[config.mk]
export PLATFORM = sky130hd
export DESIGN_NAME = lda_ctrl
export DESIGN_NICKNAME = d
export VERILOG_FILES = /design/src/lda_pkg.sv /design/src/lda_ctrl.sv
export SDC_FILE = /design/constraint.sdc
export NUM_CORES = 1
export LEC_CHECK = 0
export BUFFER_PORTS_ARGS = -buffer_cell sky130_fd_sc_hd__buf_2
export CAP_MARGIN = 30
export CORE_AREA = 2 2 39 41
export CTS_BUF_LIST = sky130_fd_sc_hd__clkbuf_4 sky130_fd_sc_hd__clkbuf_8
export CTS_CLUSTER_DIAMETER = 80
export DETAILED_ROUTE_END_ITERATION = 12
export DIE_AREA = 0 0 41 43
export PLACE_DENSITY = 0.6
export SLEW_MARGIN = 10
export SYNTH_ARGS = -nofsm -noshare
export SYNTH_HDL_FRONTEND = slang
export SYNTH_SLANG_ARGS = --single-unit
[constraint.sdc]
create_clock -name clk -period 1.4 [get_ports clk]
set_clock_uncertainty 0.05 [all_clocks]
set_input_delay 0.07 -clock clk [delete_from_list [all_inputs] [get_ports clk]]
set_output_delay 0.07 -clock clk [all_outputs]
set_load 0.02 [all_outputs]
[src/lda_pkg.sv]
package lda_pkg;

    localparam int LDA_ADDRESS_BITS = 16;
    localparam int WORD_BITS        = 16;

    localparam logic [7:0] OPC_LDA_IMM  = 8'hA9;
    localparam logic [7:0] OPC_LDA_ZP   = 8'hA5;
    localparam logic [7:0] OPC_LDA_ZPX  = 8'hB5;
    localparam logic [7:0] OPC_LDA_ABS  = 8'hAD;
    localparam logic [7:0] OPC_LDA_ABSX = 8'hBD;
    localparam logic [7:0] OPC_LDA_ABSY = 8'hB9;
    localparam logic [7:0] OPC_LDA_INDX = 8'hA1;
    localparam logic [7:0] OPC_LDA_INDY = 8'hB1;

    localparam logic [7:0] SIGN_MASK = 8'b1000_0000;

    localparam logic MODE_WRITE = 1'b0;
    localparam logic MODE_LOAD  = 1'b1;

    typedef struct packed {
        logic                 mode;
        logic [7:0]           opcode;
        logic [WORD_BITS-1:0] pc;
        logic [7:0]           index_x;
        logic [7:0]           index_y;
        logic [WORD_BITS-1:0] write_address;
        logic [7:0]           write_data;
    } in_item_t;

    typedef struct packed {
        logic [7:0]           accumulator;
        logic                 zero_flag;
        logic                 negative_flag;
        logic [WORD_BITS-1:0] next_pc;
        logic [2:0]           cycles_added;
        logic                 recognized;
    } out_item_t;

    typedef enum logic [3:0] {
        OP_NONE,
        OP_IMM,
        OP_ZP,
        OP_ZPX,
        OP_ABS,
        OP_ABSX,
        OP_ABSY,
        OP_INDX,
        OP_INDY
    } op_kind_t;

    typedef enum logic [2:0] {
        ADDR_PC,
        ADDR_ZP,
        ADDR_ZPX,
        ADDR_ZP_NEXT,
        ADDR_ABS
    } addr_sel_t;

    typedef enum logic [2:0] {
        S_IDLE,
        S_OP1,
        S_OP2,
        S_ABS,
        S_ZP,
        S_PHI,
        S_IND,
        S_FIN
    } state_t;

    typedef struct packed {
        logic      capture;
        logic      mem_wr;
        logic      mem_rd;
        addr_sel_t addr_sel;
        logic      pc_inc;
        logic      save_lo;
        logic      save_zp;
        logic      finish;
    } ctrl_cmd_t;

    typedef struct packed {
        op_kind_t kind;
    } dp_status_t;

    function automatic op_kind_t decode_op(input logic [7:0] opcode);
        op_kind_t k;
        case (opcode)
            OPC_LDA_IMM:  k = OP_IMM;
            OPC_LDA_ZP:   k = OP_ZP;
            OPC_LDA_ZPX:  k = OP_ZPX;
            OPC_LDA_ABS:  k = OP_ABS;
            OPC_LDA_ABSX: k = OP_ABSX;
            OPC_LDA_ABSY: k = OP_ABSY;
            OPC_LDA_INDX: k = OP_INDX;
            OPC_LDA_INDY: k = OP_INDY;
            default:      k = OP_NONE;
        endcase
        return k;
    endfunction

    // Bus cycles without the page-cross penalty.
    function automatic logic [2:0] base_cycles(input op_kind_t kind);
        logic [2:0] c;
        case (kind)
            OP_IMM:  c = 3'd1;
            OP_ZP:   c = 3'd2;
            OP_ZPX:  c = 3'd3;
            OP_ABS:  c = 3'd3;
            OP_ABSX: c = 3'd3;
            OP_ABSY: c = 3'd3;
            OP_INDX: c = 3'd5;
            OP_INDY: c = 3'd4;
            default: c = 3'd0;
        endcase
        return c;
    endfunction

endpackage

[src/lda_ctrl.sv]
module lda_ctrl (
    input  logic                   clk,
    input  logic                   rst_n,
    input  logic                   req_valid,
    input  logic                   req_mode,
    output logic                   req_ready,
    output logic                   out_valid,
    input  logic                   out_ready,
    input  lda_pkg::dp_status_t    status,
    output lda_pkg::ctrl_cmd_t     cmd
);
    import lda_pkg::*;

    state_t state_reg;
    state_t state_next;
    logic   out_valid_reg;
    logic   out_valid_next;

    always_ff @(posedge clk or negedge rst_n)
    begin
        if (!rst_n)
        begin
            state_reg     <= S_IDLE;
            out_valid_reg <= 1'b0;
        end
        else
        begin
            state_reg     <= state_next;
            out_valid_reg <= out_valid_next;
        end
    end

    always_comb
    begin
        state_next     = state_reg;
        out_valid_next = out_valid_reg && !out_ready;
        req_ready      = (state_reg == S_IDLE);
        cmd            = '0;
        cmd.addr_sel   = ADDR_PC;
        case (state_reg)
            S_IDLE:
            begin
                if (req_valid)
                begin
                    if (req_mode == MODE_LOAD)
                    begin
                        cmd.capture = 1'b1;
                        state_next  = S_OP1;
                    end
                    else
                    begin
                        cmd.mem_wr = 1'b1;
                    end
                end
            end
            S_OP1:
            begin
                if (status.kind == OP_NONE)
                begin
                    state_next = S_FIN;
                end
                else
                begin
                    cmd.mem_rd = 1'b1;
                    cmd.pc_inc = 1'b1;
                    case (status.kind)
                        OP_IMM:                    state_next = S_FIN;
                        OP_ABS, OP_ABSX, OP_ABSY:  state_next = S_OP2;
                        default:                   state_next = S_ZP;
                    endcase
                end
            end
            S_OP2:
            begin
                cmd.mem_rd  = 1'b1;
                cmd.pc_inc  = 1'b1;
                cmd.save_lo = 1'b1;
                state_next  = S_ABS;
            end
            S_ABS:
            begin
                cmd.mem_rd   = 1'b1;
                cmd.addr_sel = ADDR_ABS;
                state_next   = S_FIN;
            end
            S_ZP:
            begin
                cmd.mem_rd = 1'b1;
                case (status.kind)
                    OP_ZP:
                    begin
                        cmd.addr_sel = ADDR_ZP;
                        state_next   = S_FIN;
                    end
                    OP_ZPX:
                    begin
                        cmd.addr_sel = ADDR_ZPX;
                        state_next   = S_FIN;
                    end
                    OP_INDX:
                    begin
                        cmd.addr_sel = ADDR_ZPX;
                        cmd.save_zp  = 1'b1;
                        state_next   = S_PHI;
                    end
                    OP_INDY:
                    begin
                        cmd.addr_sel = ADDR_ZP;
                        cmd.save_zp  = 1'b1;
                        state_next   = S_PHI;
                    end
                    default:
                    begin
                        cmd.mem_rd = 1'b0;
                        state_next = S_FIN;
                    end
                endcase
            end
            S_PHI:
            begin
                cmd.mem_rd   = 1'b1;
                cmd.addr_sel = ADDR_ZP_NEXT;
                cmd.save_lo  = 1'b1;
                state_next   = S_IND;
            end
            S_IND:
            begin
                cmd.mem_rd   = 1'b1;
                cmd.addr_sel = ADDR_ABS;
                state_next   = S_FIN;
            end
            S_FIN:
            begin
                // The read data register holds its value while the result slot is full.
                if (!out_valid_reg || out_ready)
                begin
                    cmd.finish     = 1'b1;
                    out_valid_next = 1'b1;
                    state_next     = S_IDLE;
                end
            end
            default:
            begin
                state_next = S_IDLE;
            end
        endcase
    end

    assign out_valid = out_valid_reg;

endmodule

==> impl_results.md, run 1 <==
* Initial DRC count at 8
* Comb power frac at 74.7%
* Number of global-route vias before repair at 435
* Failing checks: negative setup slack
* Result of the run: finished, violations left
* Root Buffer: clkbuf_4
* Worst r2r src: state_reg[2]$_DFFE_PN0P_
* Vert. Die Dim at 43 µm
* CP Buf/Inv Count at 2
* Internal Power at 915 µW
* Library cells used by synthesis at 29
* Psw at 731 µW
* Clock sink count at 4
* R2R setup slack at 0.03 ns
* Largest net degree at the start of global routing at 10
* Critical setup path kind: reg -> out
* Delay-heaviest family, CP: flip-flops
* CP max-delay cell: dfrtp_1
* Initial antenna violation count at 0
* Gate Count Post-Synth at 54
* Clock Latency Late Sink at 0.24 ns
* Share of layout cells above drive strength 1 at 51.7%
* Mean Syn Cell Area at 7.44 µm²
* Via density at 5.10
* Fmax at 679 MHz
* ANT nets after route at 0
* Yosys reg bits at 4
* Worst setup margin at -0.0732 ns
* Maxcap violations at 0
* Fill cells at 138
* Number of diodes at 0
* CP max stage delay at 0.37 ns
* GRT Util Overall at 16.2%
* DR WL/cell at 11.5 µm
* Reg2Reg Depth at 3
* Synth async-reset ratio at 100%
* Fin nets at 98
* Area of the multi-input gates at 320 µm²
* Post-synthesis sequential area ratio at 24.9%
* CTS Buf Count at 3
* Worst hold path type: in -> async
* Pwr dens at 2290 nW/µm²
* Die W at 41 µm
* Worst vdd ir at 0.000852 V
* Ports at 21
* Placer Congestion at 0.757
* Req. time, crit path at 1.28 ns
* Max reg flops at 3
* Worst-margin pin slew at 0.525 ns
* Part of the power in registers at 16.5%
* Maximum clock insertion buffer count at 2
* Yosys warning total at 0
* Congestion Overflow GR at 0
* Clock network fraction of total power at 8.9%
* Drc violations at 0
* Unrepaired setup endpoints after global routing: yes
* Initial Util at 29.0%
* Tmin final at 1.47 ns
* Number of port buffers at 20
* Post-synth top flop: dfrtp_1
* H-tree depth at 1
* Crit end category: output port
* Final setup violation count at 5
* Layout Area Growth over Synthesis at 78.8%
* Seq. cell area at 103 µm²
* Clock transition at path regs at 0.04 ns
* Post-synth EDFFs at 0
* Crit path DAT at 1.35 ns
* Rows at 14
* CORE AREA at 1380 µm²
* Setup TNS at -0.156 ns
* Post-synth net total at 63
* Routed vias at 525
* Crit-path cells: buf_6 > nand3_2 > a21bo_2 > a31oi_2 > buf_4
* Full die area at 1760 µm²
* Rel. slew slack at 64.5%
* Crit share post-route at 105%
* Worst R2R End: state_reg[0]$_DFFE_PN0P_
* Crit start category: flop
* Final Hold Viols at 0
* Mapped Area at 402 µm²
* P_leak at 0.344 nW
* Final wirelength at 1190 µm
* Crit path max fanout at 5
* First-pass GRT wire length at 1930 µm
* Max Slew Vio Count at 0
* Final instance area at 718 µm²
* DP Area at 563 µm²
* Hold Worst Slack at 0.112 ns
* 1st-pass router iterations at 4
* CTS tree: yes
* DP Wirelength at 799 µm
* Sw Share at 44.4%
-- stage by stage --
stage          utilization, %  setup slack (ns)  power, mW  std cells
4_1_cts                  50.0           -0.0671       1.58        101
2_1_floorplan               -           -0.0242      0.857         54
6_report                 51.9           -0.0732       1.65        103
5_1_grt                  51.9            -0.156       1.77        103
3_3_place_gp             40.7            0.0849       1.16         92
3_5_place_dp             40.7            0.0749       1.17         92
-- per-layer routing --
layer / GRT usage, % / up-vias / wire (µm)
li1: - / 263 / -
met4: 6.00 / 0 / 7
met2: 23.4 / 17 / 599
met3: 7.85 / 3 / 88
met1: 20.1 / 242 / 490
met5: 0 / - / 0
-- synthesized netlist by cell type (2+ instances only) --
cell type | count | area share (%)
a211oi_1 | 2 | 3.7
a21oi_1 | 2 | 2.5
a31oi_1 | 2 | 3.1
clkbuf_1 | 2 | 1.9
dfrtp_1 | 4 | 25
inv_1 | 2 | 1.9
nand2_1 | 6 | 5.6
nor2_1 | 9 | 8.4
nor2b_1 | 2 | 3.1
o21ai_0 | 3 | 3.7
o22a_1 | 2 | 4.4
-- kinds of logic after synthesis --
kind of cell / after synthesis / synth area share, %
AOI/OAI and AO/OA: 16 / 29.6
xor gates and xnor gates: 1 / 2.18
buffers and inverters: 5 / 4.98
DFF: 4 / 24.9
muxes: 1 / 2.80
and+or+nand+nor: 27 / 35.5
-- timing repair --
| action | CTS | global route |
|---|---|---|
| setup buffers | 4 | 2 |
| setup endpoints to repair | 9 | 9 |
| gates resized for setup | 14 | 4 |
| hold endpoints to repair | 5 | 0 |
| hold buffers | 2 | 0 |
| pin swaps | 2 | 4 |
| cloned | 0 | 0 |
-- worst reg2reg max path: stages, from the launching register on --
cell     delay (ns)
dfrtp_1        0.37
or4_1          0.53
a22oi_1        0.20
o22a_1         0.15
-- final cells by class --
cell class	count	area share, %
Clock buffer	3	3.14
Timing Repair Buffer	33	34.1
Multi-Input combinational cell	45	44.6
Tap cell	16	2.79
Sequential cell	4	14.3
Inverter	2	1.05
-- worst max-delay path by stage --
stage / from / endpoint / cells past startpoint
2_1_floorplan: state_reg[2]$_DFFE_PN0P_ / cmd[8] / 4
6_report: state_reg[2]$_DFFE_PN0P_ / cmd[7] / 5
3_3_place_gp: state_reg[1]$_DFFE_PN0P_ / cmd[7] / 4
3_5_place_dp: state_reg[2]$_DFFE_PN0P_ / state_reg[0]$_DFFE_PN0P_ / 3
5_1_grt: state_reg[1]$_DFFE_PN0P_ / cmd[7] / 4
4_1_cts: state_reg[2]$_DFFE_PN0P_ / cmd[7] / 5
-- placed cells by master, fill, tap and decap left out, types with 2 or more instances in the layout --
master	instances
o21ai_0	2
nor2b_1	2
nor2_1	8
clkbuf_4	3
dfrtp_2	2
a21oi_1	2
o22a_1	2
buf_2	14
buf_6	4
inv_1	2
nand2_1	6
dfrtp_1	2
buf_4	12
dlygate4sd3_1	2
-- power by group through the flow --
stage          sequential, mW  clock (mW)  combinational, mW
2_1_floorplan           0.229           0              0.628
3_3_place_gp            0.250           0              0.912
3_5_place_dp            0.255           0              0.913
4_1_cts                 0.272       0.151               1.16
5_1_grt                 0.280       0.161               1.33
6_report                0.271       0.146               1.23
No activity file was read; power rests on OpenSTA's default activity.
==> run 2, diff against run 1 <==
Settings changed: GPL_TIMING_DRIVEN set to 0, PLACE_DENSITY 0.6 to not set, PLACE_DENSITY_LB_ADDON set to 0.25.
Clock period 1.4 ns to 1.6 ns, I/O delays scaled along.
==> impl_results.md, run 2 (synthesis results as in run 1) <==
* Full die area at 1760 µm²
* Req. time, crit path at 1.47 ns
* Number of global-route vias before repair at 403
* Final wirelength at 1100 µm
* Clock Latency Late Sink at 0.24 ns
* Sw Share at 45.1%
* Final instance area at 674 µm²
* ANT nets after route at 0
* Die W at 41 µm
* CP max-delay cell: dfrtp_1
* Rel. slew slack at 70.8%
* Comb power frac at 74.8%
* Clock transition at path regs at 0.04 ns
* Tmin final at 1.52 ns
* Critical setup path kind: reg -> out
* Fill cells at 145
* Setup TNS at 0 ns
* Maxcap violations at 0
* Power Total at 1.33 mW
* Reg2Reg Depth at 3
* Hold Worst Slack at 0.131 ns
* Routed vias at 526
* Result of the run: completed
* CORE AREA at 1380 µm²
* Ports at 21
* Crit path max fanout at 3
* Crit end category: output port
* Clock sink count at 4
* Max Slew Vio Count at 0
* DR WL/cell at 10.7 µm
* Post-route insts no fill at 103
* CP max stage delay at 0.41 ns
* Crit start category: flop
* Number of diodes at 0
* Max reg flops at 3
* Worst vdd ir at 0.000845 V
* Crit share post-route at 95.2%
* P_leak at 0.330 nW
* Seq. cell area at 101 µm²
* Maximum clock insertion buffer count at 2
* Root Buffer: clkbuf_4
* Initial Util at 29.0%
* H-tree depth at 1
* Commonest non-fill, non-tap cell in the layout: buf_2
* Initial DRC count at 7
* Part of the power in registers at 15.8%
* Inst Count DP at 90
* CTS tree: yes
* Unrepaired setup endpoints after global routing: yes
* Final setup violation count at 0
* Fin nets at 98
* GRT Util Overall at 14.1%
* Initial antenna violation count at 0
* Drc violations at 0
* Worst setup margin at 0.0771 ns
* Pwr dens at 1970 nW/µm²
* First-pass GRT wire length at 1620 µm
* Final design utilization at 48.7%
* Final Hold Viols at 0
* DP Wirelength at 763 µm
* Placer Congestion at 0.766
* DP Worst Slack at 0.0645 ns
* Rows at 14
* Area of the multi-input gates at 299 µm²
* DP Area at 527 µm²
* Internal Power at 729 µW
* Crit path DAT at 1.39 ns
* CTS Buf Count at 3
* Layout Area Growth over Synthesis at 67.9%
* Worst hold path type: in -> async
* Psw at 600 µW
* Crit-path cells: buf_6 > nand3_4 > a21bo_2 > a31oi_1 > buf_2
* Number of port buffers at 20
* Vert. Die Dim at 43 µm
* Fmax at 657 MHz
* Most frequent cells in the layout: 19 x buf_2, 9 x nor2_1, 8 x buf_4
* Largest net degree at the start of global routing at 11
* Worst-margin pin slew at 0.433 ns
* 1st-pass router iterations at 3
* Congestion Overflow GR at 0
* Share of layout cells above drive strength 1 at 47.1%
* Via density at 5.11
* Clock network fraction of total power at 9.4%
==> run 2: cell type report <==
cell class | count | area share [%]
Sequential cell | 4 | 15.0
Inverter | 2 | 1.11
Multi-Input combinational cell | 45 | 44.3
Clock buffer | 3 | 3.34
Timing Repair Buffer | 30 | 27.6
Tap cell | 16 | 2.97
Buffer | 3 | 5.57
==> run 2: path summary, 6_finish.rpt <==
check                                               from                  endpoint  slack [ns]
worst max-delay path            state_reg[1]$_DFFE_PN0P_                    cmd[7]        0.08
min in group clk                               status[3]  state_reg[1]$_DFFE_PN0P_        0.17
worst min-delay path                               rst_n  state_reg[1]$_DFFE_PN0P_        0.13
worst max register to register  state_reg[2]$_DFFE_PN0P_  state_reg[0]$_DFFE_PN0P_        0.22
max in group asynchronous                          rst_n  state_reg[0]$_DFFE_PN0P_        1.24
worst min register to register       out_valid$_DFF_PN0_       out_valid$_DFF_PN0_        0.50
==> run 2: routing by layer <==
| layer | vias up | share of wire [%] | GRT usage [%] | wire [µm] |
|---|---|---|---|---|
| li1 | 267 | - | - | - |
| met5 | - | 0 | 0 | 0 |
| met4 | 0 | 0.73 | 8.00 | 8 |
| met2 | 14 | 48 | 19.1 | 523 |
| met3 | 2 | 6.3 | 7.85 | 69 |
| met1 | 243 | 45 | 16.8 | 495 |
==> run 2: timing repair <==
| item | CTS | global route |
|---|---|---|
| setup endpoints to repair | 4 | 3 |
| setup buffers | 0 | 8 |
| gates cloned | 0 | 0 |
| hold buffers | 2 | 0 |
| hold endpoints to repair | 5 | 0 |
| gates resized for setup | 8 | 7 |
| pin swaps | 0 | 1 |
==> run 2: power groups by stage <==
stage,Combinational (mW),Sequential (mW),Clock (mW)
3_5_place_dp,0.757,0.189,0
3_3_place_gp,0.748,0.188,0
4_1_cts,0.814,0.197,0.134
2_1_floorplan,0.533,0.200,0
5_1_grt,1.09,0.215,0.149
6_report,0.994,0.210,0.125
==> run 2: critical path, delay by kind of cell (launching register included) <==
kind	cells	cell delay, ns
buffers and inverters	2	0.32
DFF	1	0.41
and+or+nand+nor	1	0.07
AOI/OAI and AO/OA	2	0.36
